File: config.mk
export PLATFORM = sky130hd
export DESIGN_NAME = qpct_ram
export DESIGN_NICKNAME = d
export VERILOG_FILES = /design/src/rtl/qpct_ram.sv
export SDC_FILE = /design/constraint.sdc
export NUM_CORES = 1
export LEC_CHECK = 0
export BUFFER_PORTS_ARGS = -buffer_cell sky130_fd_sc_hd__buf_2
export CAP_MARGIN = 25
export CORE_ASPECT_RATIO = 0.5
export CORE_MARGIN = 3
export CORE_UTILIZATION = 30
export DETAILED_ROUTE_END_ITERATION = 10
export GPL_TIMING_DRIVEN = 0
export HOLD_SLACK_MARGIN = 0.08
export PLACE_DENSITY = 0.5
export SKIP_CTS_REPAIR_TIMING = 1
export SYNTH_ARGS = -nofsm -noshare
export SYNTH_HDL_FRONTEND = slang
export SYNTH_SLANG_ARGS = --single-unit
File: constraint.sdc
create_clock -name i_clk -period 6.1 [get_ports i_clk]
set_clock_uncertainty 0.15 [all_clocks]
set_input_delay 1.22 -clock i_clk [delete_from_list [all_inputs] [get_ports i_clk]]
set_output_delay 1.22 -clock i_clk [all_outputs]
set_load 0.01 [all_outputs]
File: src/rtl/qpct_ram.sv
`default_nettype none
// ----------------------------------------------------------------------------
// qpct_ram
// Generic simple dual-port RAM: one write port, one read port, registered read.
// ----------------------------------------------------------------------------
module qpct_ram #(
    parameter int WIDTH  = 8,
    parameter int DEPTH  = 64,
    parameter int ADDR_W = $clog2(DEPTH)
) (
    input  wire logic              i_clk,
    input  wire logic              i_we,
    input  wire logic [ADDR_W-1:0] i_waddr,
    input  wire logic [WIDTH-1:0]  i_wdata,
    input  wire logic [ADDR_W-1:0] i_raddr,
    output logic      [WIDTH-1:0]  o_rdata
);

    logic [WIDTH-1:0] r_mem [DEPTH];

    // Write port
    always_ff @(posedge i_clk) begin
        if (i_we) begin
            r_mem[i_waddr] <= i_wdata;
        end
    end

    // Registered read port
    always_ff @(posedge i_clk) begin
        o_rdata <= r_mem[i_raddr];
    end

endmodule : qpct_ram
`default_nettype wire

## Yosys cells after proc, flatten, opt, wreduce, memory -nomap -nowiden

Memories as Yosys holds them, arrays and structs flattened. A register that Yosys moved wholly into a read port is not among the register bits.
Cells that the tools add are included.

- Bits in registers: 0
- RAM bits: 512
- Input port bits: 22
- Output and inout bits: 8
- Word-level logic and storage cells: 3
- Memories: 1

- Multiplexer cells: 2

Memories:

| name | words | bits a word | read ports | clocked after Yosys merged registers in | wr ports | RTL line | source |
|---|---|---|---|---|---|---|---|
| r_mem | 64 | 8 | 1 | 1 | 1 | 19 | `logic [WIDTH-1:0] r_mem [DEPTH];` |

Operator list:

| kind | number |
|---|---|
| 1-bit two-way mux | 2 |

## Longest topological paths before layout

- Depth after elaboration: 2
- Gate-level depth with buffers: 9
- Gate-level depth less buffers: 5

## Worst setup path after synthesis

OpenSTA, ideal clock, no wires.

- Path kind: input-to-reg
- From: input i_raddr[1]
- To: register o_rdata[3] (read register of r_mem)
- Library setup time: 0.128 ns
- Arrival time: 2.760 ns
- Data required time: 5.822 ns
- Setup slack: 3.062 ns
- Stages on the path: 7
- Cell sequence: buf_4 buf_2 buf_2 mux4_2 mux4_2 o21ai_1 o41ai_1

RTL lines:

| item | RTL line | source |
|---|---|---|
| start: declaration | 15 | `input wire logic [ADDR_W-1:0] i_raddr,` |
| end: declaration | 16 | `output logic [WIDTH-1:0] o_rdata` |

==> results.md <==
- The final-layout fill cell count is 6129.
- The via count of the first global-routing pass is 10170.
- The total non-filler cell area in the finished layout is 23200 µm².
- The total chip power is 7450 µW.
- TritonCTS built the clock tree.
- The count of buffers from port buffering is 21.
- After layout, the minimum clock period comes to 3.73 ns.
- The kind of start point of the critical path is a primary input.
- The number of nets handed over by synthesis was 962.
- Before CTS, the worst setup slack after placement is 1.77 ns.
- For the pin with the worst max-slew slack, the measured transition is 1.03 ns.
- The count of endpoints failing hold in the final timing report was 0.
- The peak ir drop on the vdd network is 183 µV.
- Counting instances, the worst hold path has a depth of 4.
- The synthesized design contains 512 enable-type register cells.
- The die area is 70600 µm².
- The path type of the worst setup path is in2reg.
- The H-tree was split into 2 levels.
- The async set-or-reset flop fraction in the synthesized netlist is 0%.
- The most area-hungry cell type in the Yosys netlist is sky130_fd_sc_hd__edfxtp_1.
- In the final routed layout, each cell accounts on average for 26.3 µm.
- The number of distinct library cells after synthesis is 40.
- The flop-to-flop setup slack is 3.65 ns.
- The number of cells on the worst reg-to-reg path is 4.
- The cell area after synthesis is 20200 µm².
- Once placement completed, the tool counted placed cells totaling 1855.
- The share of synthesized area occupied by flip-flops and latches is 77.0%.
- The synthesized netlist devotes 2.07% of its cell area to compound gates.
- The category of the worst setup path capture point is a flop.
- In this run, the number of DRC markers left after iteration 0 of detailed routing was 1154.
- In the synthesized netlist, the number of instances is 940.
- Clock-pin slew was measured on the worst setup and hold paths at 0.07 ns.
- The combinational family with the most area after synthesis is multiplexers.
- The synthesized netlist devotes 0% of its cell area to XOR and XNOR gates.
- The adder-cell share of the synthesized area is 0%.
- Routability-driven placement finished with a final weighted congestion of 0.843.
- The worst-case headroom to the max-slew limit is 30.8%.
- The number of top-level pins is 30.
- Of the cells placed in the final design, the portion with a size suffix greater than 1 is 25.3%.
- The number of antenna violations at the first check in global routing is 0.
- The multiplexer area fraction after synthesis is 15.9%.
- The number of standard cells in the final layout excluding fillers is 1949.
- The post-detailed-placement half-perimeter wirelength is 34.3 mm.
- The min-delay analysis places its worst path in the category reg2reg.
- The floorplan has 66 rows.
- Dividing total power by cell area gives a power density of 321 nW/µm².
- The number of max-cap violations is 0.
- For the worst setup path, the data arrival time is 3.97 ns.
- The most used flip-flop cell after synthesis is sky130_fd_sc_hd__edfxtp_1.
- The routed via count is 9712.
- Setup repair after global routing left no endpoint under its margin.
- The initial utilization of the core area, before any placement, comes to 30.7%.
- The die is 373 µm wide.
- The final-report max-slew violation count is 0.
- After synthesis, the mean cell area works out to 21.5 µm².
- The relative area change from synthesis to final layout is 14.9%.
- The maximum number of pins on one net before global-route repair is 65.
- After layout, the worst path uses 61.1% of the clock period.
- Setup total negative slack on the finished layout was measured at 0 ns.
- The placement-stage cell area is 21500 µm².
- The vertical die dimension is 189 µm.
- The clock insertion delay at the later pin of the skew report is 0.57 ns.
- The CTS sink count is 520.
- The number of synthesized register bits is 520.
- Setup violations remaining at the end of the flow were counted as 0.
- The analysis attributes to cell leakage a power of 0.00708 µW.
- The tree is rooted in a sky130_fd_sc_hd__clkbuf_16.
- The flow ran to the end, and the final reports show no timing, DRC or antenna violations.
- The average vias per placed instance is 4.98.
- The detail route stage leaves a number of antenna-violating nets equal to 0.
- Sorting the synthesized cells by area gives the leading types as sky130_fd_sc_hd__edfxtp_1 (76%), sky130_fd_sc_hd__mux4_2 (14%), sky130_fd_sc_hd__nor2_1 (1.5%).
- The number of buffers added by the clock tree synthesis step is 51.
- The number of detailed-route iterations in the first pass is 5.
- In this run the standard cell core region covers 65700 µm².
- The number of nets in the finished design is 1047.
- Summing the areas of all and, or, nand and nor instances in the mapped netlist gives 3.39% of the synthesized area.
- The longest clock path from root to sink contains 3 buffers.
- The count of warnings emitted by yosys is 0.
- The final worst slack is 2.37 ns.
- The share of the synthesized area in the top cell type is 76.2%.
- After detailed routing, the number of remaining DRC violations is 0.
- For this run, the total global-route usage over all layers was measured as 14.4%.
- Along the worst path, the maximum fanout reaches 10.
- The wire length of the first global-routing pass is 73.1 mm.
- The top achievable clock speed is 0.268 GHz.
- The global route total overflow is 0.
- The data required time of the worst path is 6.34 ns.
- The number of antenna repair diodes is 0.
- The post-detailed-routing wire length is 51.3 mm.
-- sequential cells by signal (all words and copies together) (netlist names) --
register / cells
r_mem: 512
o_rdata: 8
-- worst max-delay path, cell delays in order --
cell and delay [ns]:
sky130_fd_sc_hd__buf_2 0.18, sky130_fd_sc_hd__buf_4 0.28, sky130_fd_sc_hd__clkbuf_1 0.70, sky130_fd_sc_hd__buf_2 0.58, sky130_fd_sc_hd__o221ai_1 0.21, sky130_fd_sc_hd__o21a_1 0.21
sky130_fd_sc_hd__o41ai_1 0.57
-- final cells by class --
cell class,count,area [µm²],area share [%]
Buffer,51,317,1.37
Timing Repair Buffer,32,295,1.27
Multi-Input combinational cell,369,4320,18.6
Clock inverter,25,250,1.08
Sequential cell,520,15500,67.0
Clock buffer,68,1360,5.87
Tap cell,884,1110,4.77
-- layer usage --
metal	share of wire [%]	wire length, µm	GRT usage, %
met5	0	0	0
met4	2.3	1170	3.79
met3	6.2	3200	2.79
met2	49	25000	24.2
met1	43	21900	19.3
-- placed cells by master (no fill, tap or decap), types with 4 or more instances in the layout --
cell                        count
sky130_fd_sc_hd__nand2_1       19
sky130_fd_sc_hd__dfxtp_1        8
sky130_fd_sc_hd__bufinv_16      5
sky130_fd_sc_hd__nand3_1       13
sky130_fd_sc_hd__a211oi_1       4
sky130_fd_sc_hd__buf_4         15
sky130_fd_sc_hd__a221oi_1       6
sky130_fd_sc_hd__clkbuf_16     51
sky130_fd_sc_hd__buf_12        10
sky130_fd_sc_hd__o221ai_1       8
sky130_fd_sc_hd__buf_1          4
sky130_fd_sc_hd__clkinv_1      12
sky130_fd_sc_hd__nor3_1         7
sky130_fd_sc_hd__clkbuf_1      32
sky130_fd_sc_hd__nor2_1        83
sky130_fd_sc_hd__mux2i_1       23
sky130_fd_sc_hd__edfxtp_1     512
sky130_fd_sc_hd__o22ai_1        8
sky130_fd_sc_hd__clkinv_2       4
sky130_fd_sc_hd__buf_2         32
sky130_fd_sc_hd__mux4_2       126
sky130_fd_sc_hd__nor2b_1       14
sky130_fd_sc_hd__buf_6          4
sky130_fd_sc_hd__nand2b_1       7
sky130_fd_sc_hd__mux2_2        13
-- cells in the mapped netlist (11+ instances only) --
cell and number:
sky130_fd_sc_hd__edfxtp_1 512, sky130_fd_sc_hd__mux2_2 13, sky130_fd_sc_hd__nor2_1 83, sky130_fd_sc_hd__nand3_1 13, sky130_fd_sc_hd__mux4_2 126, sky130_fd_sc_hd__buf_2 11, sky130_fd_sc_hd__nand2_1 19, sky130_fd_sc_hd__nor2b_1 14
sky130_fd_sc_hd__mux2i_1 23, sky130_fd_sc_hd__clkbuf_1 17, sky130_fd_sc_hd__buf_4 13
-- worst paths after layout --
kind,start,to
hold / removal,r_mem[22][1],o_rdata[1]
setup / recovery,i_raddr[2],o_rdata[5]
setup reg to reg,r_mem[3][5],o_rdata[5]
hold reg to reg,r_mem[22][1],o_rdata[1]
-- stage by stage --
stage,utilization [%],hold slack (ns)
finish,35.3,0.816
global route,35.3,0.857
CTS,35.2,0.847
detailed placement,32.8,0.829
global placement,32.5,0.823
floorplan,-,0.568
-- where the power goes --
group	switching, µW	total [µW]	internal, µW
logic	266	416	150
registers	6.26	3960	3950
clock network	1300	3070	1780
-- kinds of logic after synthesis --
group / Yosys count
flip-flops: 520
multiplexers: 162
buffers and inverters: 51
AO/OA/AOI/OAI: 54
AND/OR/NAND/NOR: 153
No activity file was read; power rests on OpenSTA's default activity.
